### config.mk
export PLATFORM = sky130hd
export DESIGN_NAME = sro_muldiv
export DESIGN_NICKNAME = d
export VERILOG_FILES = /design/src/hw/rtl/sro_pkg.sv /design/src/hw/rtl/sro_addsub.sv /design/src/hw/rtl/sro_muldiv.sv
export SDC_FILE = /design/constraint.sdc
export NUM_CORES = 1
export LEC_CHECK = 0
export ABC_AREA = 1
export BUFFER_PORTS_ARGS = -buffer_cell sky130_fd_sc_hd__buf_2
export CORE_ASPECT_RATIO = 1.75
export CORE_UTILIZATION = 30
export DETAILED_ROUTE_END_ITERATION = 10
export PLACE_DENSITY_LB_ADDON = 0.12
export RECOVER_POWER = 50
export SLEW_MARGIN = 20
export SYNTH_ARGS = -nofsm -noshare
export SYNTH_HDL_FRONTEND = slang
export SYNTH_SLANG_ARGS = --single-unit
### constraint.sdc
create_clock -name i_clk -period 7.28 [get_ports i_clk]
set_clock_uncertainty 0.2 [all_clocks]
set_input_delay 0.364 -clock i_clk [delete_from_list [all_inputs] [get_ports i_clk]]
set_output_delay 0.364 -clock i_clk [all_outputs]
set_load 0.01 [all_outputs]
### src/hw/rtl/sro_pkg.sv
// shared constants, codes and state types for the segment/rectangle overlap test
`timescale 1ns / 1ps

package sro_pkg;

    localparam int COORD_WIDTH_DEF = 32;
    localparam int MAX_PASSES_DEF  = 4;

    // endpoint outcodes
    typedef logic [3:0] t_oc;
    localparam t_oc OC_INSIDE = 4'd0;
    localparam t_oc OC_LEFT   = 4'd1;
    localparam t_oc OC_RIGHT  = 4'd2;
    localparam t_oc OC_BOTTOM = 4'd4;
    localparam t_oc OC_TOP    = 4'd8;

    // configuration register indexes
    typedef logic [1:0] t_cfg_idx;
    localparam t_cfg_idx REG_X_MIN = 2'd0;
    localparam t_cfg_idx REG_Y_MIN = 2'd1;
    localparam t_cfg_idx REG_X_MAX = 2'd2;
    localparam t_cfg_idx REG_Y_MAX = 2'd3;

    // clip sequencer
    typedef enum logic [5:0] {
        S_IDLE   = 6'b000001,
        S_DECIDE = 6'b000010,
        S_SETUP  = 6'b000100,
        S_WAIT   = 6'b001000,
        S_UPDATE = 6'b010000,
        S_HOLD   = 6'b100000
    } t_seq_state;

    // multiply/divide sequencer
    typedef enum logic [4:0] {
        M_IDLE = 5'b00001,
        M_MUL  = 5'b00010,
        M_CHK  = 5'b00100,
        M_DIV  = 5'b01000,
        M_DONE = 5'b10000
    } t_md_state;

endpackage

### src/hw/rtl/sro_addsub.sv
// shared adder/subtractor with carry out, used by the multiply/divide sequencer
`timescale 1ns / 1ps

module sro_addsub #(
    parameter int WIDTH = 34
) (
    input  logic [WIDTH-1:0] i_x,
    input  logic [WIDTH-1:0] i_y,
    input  logic             i_sub,
    output logic [WIDTH:0]   o_sum
);
    import sro_pkg::*;

    logic [WIDTH-1:0] y_op;

    // subtract as x + ~y + 1; carry out high means x >= y
    assign y_op  = i_sub ? ~i_y : i_y;
    assign o_sum = {1'b0, i_x} + {1'b0, y_op} + {{WIDTH{1'b0}}, i_sub};

endmodule

### src/hw/rtl/sro_muldiv.sv
// iterative |a*b| / |d| with quotient capped at 2^(COORD_WIDTH+1), one add/sub per cycle
`timescale 1ns / 1ps

module sro_muldiv #(
    parameter int COORD_WIDTH = sro_pkg::COORD_WIDTH_DEF
) (
    input  logic                         i_clk,
    input  logic                         i_rst_n,
    input  logic                         i_start,
    input  logic signed [COORD_WIDTH:0]  i_a,
    input  logic signed [COORD_WIDTH:0]  i_b,
    input  logic signed [COORD_WIDTH:0]  i_d,
    output logic                         o_done,
    output logic [COORD_WIDTH+1:0]       o_quot
);
    import sro_pkg::*;

    localparam int MW = COORD_WIDTH + 1;     // magnitude width
    localparam int AW = COORD_WIDTH + 2;     // adder width, also quotient width
    localparam int CW = $clog2(AW);
    localparam logic [AW-1:0] CAP = {1'b1, {MW{1'b0}}};

    t_md_state       r_state, n_state;
    logic [CW-1:0]   r_cnt, n_cnt;
    logic [MW-1:0]   r_a, n_a;
    logic [MW-1:0]   r_d, n_d;
    logic [MW-1:0]   r_hi, n_hi;
    logic [MW-1:0]   r_lo, n_lo;
    logic [MW-1:0]   r_rem, n_rem;
    logic [AW-1:0]   r_quo, n_quo;
    logic            r_ovf, n_ovf;

    logic [AW-1:0]   alu_x, alu_y;
    logic            alu_sub;
    logic [AW:0]     alu_sum;
    logic [AW-1:0]   div_t;
    logic            q_big;

    function automatic logic [COORD_WIDTH:0] mag(input logic signed [COORD_WIDTH:0] v);
        mag = v[COORD_WIDTH] ? (~v + 1'b1) : v;
    endfunction

    sro_addsub #(
        .WIDTH (AW)
    ) u_alu (
        .i_x   (alu_x),
        .i_y   (alu_y),
        .i_sub (alu_sub),
        .o_sum (alu_sum)
    );

    assign div_t = {r_rem, r_quo[AW-1]};

    // operand steering for the shared unit
    always_comb begin
        alu_x   = {1'b0, r_hi};
        alu_y   = {1'b0, r_a};
        alu_sub = 1'b0;
        unique case (r_state)
            M_MUL: begin
                alu_x   = {1'b0, r_hi};
                alu_y   = {1'b0, r_a};
                alu_sub = 1'b0;
            end
            M_CHK: begin
                // high part of the product already at or above d: quotient overflows
                alu_x   = {2'b00, r_hi[MW-1:1]};
                alu_y   = {1'b0, r_d};
                alu_sub = 1'b1;
            end
            M_DIV: begin
                alu_x   = div_t;
                alu_y   = {1'b0, r_d};
                alu_sub = 1'b1;
            end
            default: begin
                alu_x   = {1'b0, r_hi};
                alu_y   = {1'b0, r_a};
                alu_sub = 1'b0;
            end
        endcase
    end

    always_comb begin
        n_state = r_state;
        n_cnt   = r_cnt;
        n_a     = r_a;
        n_d     = r_d;
        n_hi    = r_hi;
        n_lo    = r_lo;
        n_rem   = r_rem;
        n_quo   = r_quo;
        n_ovf   = r_ovf;
        unique case (r_state)
            M_IDLE: begin
                if (i_start) begin
                    n_a     = mag(i_a);
                    n_lo    = mag(i_b);
                    n_d     = mag(i_d);
                    n_hi    = '0;
                    n_cnt   = '0;
                    n_state = M_MUL;
                end
            end
            M_MUL: begin
                // shift-add, multiplier bits leave r_lo from the bottom
                if (r_lo[0]) begin
                    n_hi = alu_sum[AW-1:1];
                    n_lo = {alu_sum[0], r_lo[MW-1:1]};
                end else begin
                    n_hi = {1'b0, r_hi[MW-1:1]};
                    n_lo = {r_hi[0], r_lo[MW-1:1]};
                end
                n_cnt = r_cnt + 1'b1;
                if (r_cnt == CW'(MW - 1)) begin
                    n_state = M_CHK;
                end
            end
            M_CHK: begin
                n_ovf   = alu_sum[AW];
                n_rem   = {1'b0, r_hi[MW-1:1]};
                n_quo   = {r_hi[0], r_lo};
                n_cnt   = '0;
                n_state = M_DIV;
            end
            M_DIV: begin
                // restoring step, quotient bits shift into r_quo
                n_rem = alu_sum[AW] ? alu_sum[MW-1:0] : div_t[MW-1:0];
                n_quo = {r_quo[AW-2:0], alu_sum[AW]};
                n_cnt = r_cnt + 1'b1;
                if (r_cnt == CW'(AW - 1)) begin
                    n_state = M_DONE;
                end
            end
            M_DONE: begin
                n_state = M_IDLE;
            end
            default: begin
                n_state = M_IDLE;
            end
        endcase
    end

    always_ff @(posedge i_clk) begin
        if (!i_rst_n) begin
            r_state <= M_IDLE;
            r_cnt   <= '0;
        end else begin
            r_state <= n_state;
            r_cnt   <= n_cnt;
        end
        r_a   <= n_a;
        r_d   <= n_d;
        r_hi  <= n_hi;
        r_lo  <= n_lo;
        r_rem <= n_rem;
        r_quo <= n_quo;
        r_ovf <= n_ovf;
    end

    assign q_big  = r_quo[AW-1] & (|r_quo[AW-2:0]);
    assign o_done = (r_state == M_DONE);
    assign o_quot = (r_ovf | q_big) ? CAP : r_quo;

endmodule

After elaboration in Yosys (flattened, before gate mapping)
Cells that the tools add are included.

Register bits after elaboration: 211. Output and inout bits: 35.

Muxes and demuxes: 23. Reduce and logical (&&, ||, !) cells: 10. Bitwise logic cells: 6. $add $sub $neg: 6. Eq/ne operators: 10.

Operator list (number): two-way mux 33 bit (7); case mux 33 bit (2 select lines) (3); case mux 34 bit (2 select lines) (2); adder 33 x 1 -> 33 bit (second input constant) (3); inverter 33 bit (3); two-way mux 34 bit (2); two-way mux 32 bit (2); adder 34 x 34 -> 35 bit (1); adder 35 x 1 -> 35 bit (1); inverter 33 -> 34 bit (1); OR reduction 33 bit (1); case mux 5 bit (4 select lines) (1); case mux 6 bit (3 select lines) (1); two-way mux 5 bit (3); == test 6 bit (second input constant) (2); adder 6 x 1 -> 6 bit (second input constant) (1); two-way mux 6 bit (1); inequality test 2 bit (second input constant) (3); AND reduction 2 bit (3); == test 5 x 1 -> 1 bit (second input constant) (1); == test 5 x 2 -> 1 bit (second input constant) (1); == test 5 x 3 -> 1 bit (second input constant) (1); == test 5 x 4 -> 1 bit (second input constant) (1); == test 5 bit (second input constant) (1); 7 further kinds (9).

Logic depth before layout (Yosys ltp)
Depth in word-level cells: 9. Gate-level depth with buffers: 26.

By module
From an unflattened synthesis, not the netlist that was laid out.

Cells, all modules: 2067. Area total of the unflattened synthesis: 15451.1 um2.

By module, submodules not included: sro_muldiv (seq. area each 6226.0 um2, cells an instance 1565, instances 1, area each 12809.8 um2); sro_addsub (seq. area each 0.0 um2, cells an instance 502, instances 1, area each 2641.3 um2).

Worst setup path before layout
OpenSTA, ideal clock, no wires.

Kind: reg2reg. From: reg r_state[4]. To: reg r_hi[0] (enable). Setup slack: 1.332 ns. Setup time: 0.425 ns. Arrival: 5.323 ns. Period minus slack after synthesis: 5.948 ns. Cell stages (with the launch flop): 6. Buffers on the path: 0. Path through: dfxtp_1 > inv_1 > nand4_1 > nor2_1 > inv_1 > nand2_1.

Cells in the longest elaborated chain, start to end: 3. Elaborated cells on any way between the ends: 5.

Ends and longest elaborated chain: start, declared (line sro_muldiv.sv:23) `t_md_state r_state, n_state;`; start signal, assigned (line sro_muldiv.sv:149) `r_state <= n_state;`; == test 5 x 1 -> 1 bit or == test 5 x 2 -> 1 bit (tied branches) (line sro_muldiv.sv:94) `unique case (r_state)`; inequality test 2 bit (no source line) or nonzero test 2 bit (tied branches); AND reduction 2 bit (no source line) *; end signal, assigned (line sro_muldiv.sv:154) `r_hi <= n_hi;`; end, declared (line sro_muldiv.sv:27) `logic [MW-1:0] r_hi, n_hi;`.

Every way passes the cells marked *; elsewhere a longest branch is shown, timed or not. A chain may end at the register's enable or synchronous reset.

Worst setup path in the final report
From: reg r_state[0]. To: reg r_rem[32], data pin.

Cells in the longest elaborated chain, start to end: 9. Elaborated cells on any way between the ends: 12.

Ends and longest elaborated chain: == test 5 x 4 -> 1 bit or == test 5 x 3 -> 1 bit (tied branches) (line sro_muldiv.sv:59, sro_muldiv.sv:94); OR reduction 2 bit (no source line); two-way mux 33 bit (line sro_muldiv.sv:59) `unique case (r_state)`; inverter 33 -> 34 bit (line sro_addsub.sv:17) `assign y_op = i_sub ? ~i_y : i_y;`; two-way mux 34 bit (line sro_addsub.sv:17); adder 34 x 34 -> 35 bit (line sro_addsub.sv:18) `assign o_sum = {1'b0, i_x} + {1'b0, y_op} + {{WIDTH{1'b0}}, i_sub};`; adder 35 x 1 -> 35 bit (line sro_addsub.sv:18); two-way mux 33 bit (line sro_muldiv.sv:128) `n_rem = alu_sum[AW] ? alu_sum[MW-1:0] : div_t[MW-1:0];`; case mux 33 bit (2 select lines) * (line sro_muldiv.sv:94); end signal, assigned (line sro_muldiv.sv:156) `r_rem <= n_rem;`; end, declared (line sro_muldiv.sv:29) `logic [MW-1:0] r_rem, n_rem;`.

Marked as above.

==> out/results.ini <==
[status]
outcome=finished, violations left
violations=DRC, capacitance limit, slew limit

[logic_synthesis]
synth_top_area_share_pct=42.63
syn-num-nets=1933
synth_top_family_by_area=simple AND/OR/NAND/NOR gates
syn_area_per_cell_um2=7.862
synth_xor_xnor_area_share_pct=6.394
ys_ff_latch=211
synthAdderAreaFrac_pct=3.517
synth_edf_count=200
syn_area_um2=14090
synthSimpleGateAreaFrac_pct=25.34
ys.flop_type=edfxtp_1
yosysTopAreaCell=edfxtp_1
yosysMostFrequentCell=nand2_1
syn_inst=1792
synth_cell_type_count=55
async_flop_share_pct=0
yosys-top-cells-count=nand2_1, inv_1, edfxtp_1, nor2_1, o21ai_0
ys_seq_area_share_pct=44.19
synthMuxAreaShare_pct=0
synth_compound_area_share_pct=12.47
synth.area.top_cells=edfxtp_1, nand2_1, inv_1, nor2_1, o21ai_0
ys_warn_count=0

[floorplanning]
die_area_um2=47870
die_h_um=288.7
fp.coreArea_um2=46190
initial_core_util_pct=30.50
ios=137
fp-row-count=104
die_w_um=165.8

[place]
post-place-ws_ns=0.8861
gp_congestion=0.9632
io_buffers=136
dp_hpwl_um=32170

[worst_setup_path]
path_delay_family=simple AND/OR/NAND/NOR gates
cp.depth=20
reg2reg_slack_ns=0.85
cp_slowest_cell=clkinvlp_2
cp.buffers_inverters=2
crit_path_end_kind=flip-flop
path_cells=nor2_4 > nand3_1 > clkinvlp_2 > nand2_1 > o221ai_1 > ha_1 > a21oi_1 > nand2_1 > a21oi_2 > o21ai_2 > a21boi_2 > o21ai_1 > nand2_1 > nand2_1 > nand2_2 > nand2_2 > nand2_2 > o21ai_0 > nand2_1 > inv_1
worst_path_largest_cell_delay_ns=1.20
path_class=reg -> reg
cp.required_ns=7.38
critPathLaunchType=flip-flop
r2r_end=r_rem[32]
crit_top_cell=nand2_1
rr_worst_depth=20
worstPathMaxFanout=36
timing.rr.start=r_state[0]
critPathArrivalTime_ns=6.53

[routing]
first_iter_violations=759
wl_per_cell_um=16.49
drtPass1Iterations=8
drc=18
ant_nets=0
vias=12380
vias_per_cell=4.841
wl_um=42170

[min_path]
worstHoldStart=i_a[23]
worstHoldPathType=in -> reg
holdPathEnd=r_a[23]
whs_path_depth=2

[timing]
fin_tns_setup_ns=0
final.period_utilization_pct=88.35
layout_setup_ws_ns=0.8480
max_freq_mhz=155.5
rsz0062_at_grt=no
setup-violations-final=0
slew_headroom_pct=-138.8
period_minus_slack_ns=6.432
slew_viol_final=173
worst_slew_pin_slew_ns=3.582
final_hold_viol_count=0

[global_routing]
grt_max_degree=77
use_met2_pct=35.15
grt_busiest_layer=met2
gr-total-overflow=0
grt_usage_pct=17.60
globalRouteMet1Util_pct=18.75
met3_usage_pct=1.562
grt_pass1_wl_um=66120
grt_antenna_before_repair=0
grt_pass1_vias=12410

[finish]
area_growth_syn_to_layout_pct=18.06
n_antenna_cell=0
final_nets=2097
num-fill-cells=4867
drive_above_1_share_pct=11.20
utilization_pct=36.01

[clock_network]
clk_latency_ns=0.54
cts.sinks=211
cts_tree=done
htreeDepth=1
post_cts_buffers=0
cts_buffers=24
cts-root-buf=clkbuf_16
clk_pin_slew_worst_paths_ns=0.06
cts_resized=0
ctsLongestPathBuffers=3

[power_and_ir_drop]
power_density_nw_per_um2=200.9
ir_drop_mv=0.1239
leakage_nw=7.360

[flow_run]
maxCapViolations=4

==> kinds of logic (layout without fill, tap and decap cells) <==
family / after synthesis / after routing
buffers and inverters: 296 / 478
AO/OA/AOI/OAI: 296 / 296
AND/OR/NAND/NOR: 848 / 848
XOR/XNOR: 102 / 102
adder cells (fa/ha/maj): 39 / 39
flip-flops: 211 / 211
==> metrics by stage <==
stage	instances	power (mW)	hold WS (ns)	cell area [um^2]
2_1_floorplan	1792	1.898	0.2340	14090
3_3_place_gp	2458	2.106	0.2987	15340
3_5_place_dp	2458	2.109	0.3092	15340
4_1_cts	2557	3.389	0.002580	16690
5_1_grt	2557	3.508	0.03555	16630
6_report	2557	3.342	0.02900	16630
==> power breakdown <==
group          internal (mW)  switching [mW]
Sequential              1.43          0.0288
Clock                  0.730           0.510
Combinational          0.228           0.415
Total                   2.39           0.954
==> routing by layer <==
metal	routed length, um	up-vias
met5	0	-
met4	1464	0
met3	1504	67
met2	22630	312
met1	16570	5714
li1	-	6285
==> cell type report <==
cell class / instances / area (um^2) / share of cell area (%)
inverter: 234 / 879.6 / 5.288
clock inverter: 18 / 168.9 / 1.015
tap: 583 / 729.5 / 4.385
sequential: 211 / 6226 / 37.43
multi-input combinational: 1285 / 6705 / 40.31
timing repair buffer: 200 / 1295 / 7.785
clock buffer: 26 / 629.4 / 3.784
==> flip-flops by register name (all words and copies together) (netlist names) <==
name and flops:
r_ovf 1, r_quo 34, r_cnt 6, r_state 5
r_d 33, r_a 33, r_rem 33, r_lo 33
r_hi 33
==> what timing repair did <==
action                                 in CTS  in global routing
hold buffers                               55                  0
endpoints found under the hold margin      59                  0
setup endpoints to repair                   0                  0
==> cells in the final DEF (no fill, tap or decap), types with 3 or more instances in the layout <==
cell	instances
buf_4	5
ha_1	38
nor3_1	39
o221ai_1	30
o31ai_1	3
nand3_1	64
or2_2	13
a31oi_1	10
nand2_2	13
xnor2_1	46
bufinv_16	3
nor4_1	13
a21o_1	7
dlygate4sd3_1	55
a221oi_1	3
a21boi_0	4
inv_2	5
o21ai_0	130
a21oi_1	70
clkinvlp_4	3
clkbuf_16	25
o211ai_1	14
nand2_1	499
nor2_1	174
xor2_1	55
clkinv_1	10
clkinv_2	3
buf_2	132
nand2_4	3
edfxtp_1	200
o21bai_1	8
clkbuf_1	8
dfxtp_1	11
o21ai_1	4
nand4_1	19
inv_1	226
==> worst max path at each step <==
stage,slack [ns],endpoint,startpoint
final,0.85,r_rem[32],r_state[0]
after global routing,0.25,r_rem[29],r_state[4]
after CTS,0.83,r_rem[24],r_state[2]
after detailed placement,0.89,r_rem[32],r_state[2]
after global placement,0.92,r_rem[32],r_state[2]
after floorplan,1.33,r_hi[0],r_state[4]
Power figures use the tool's default switching activity.
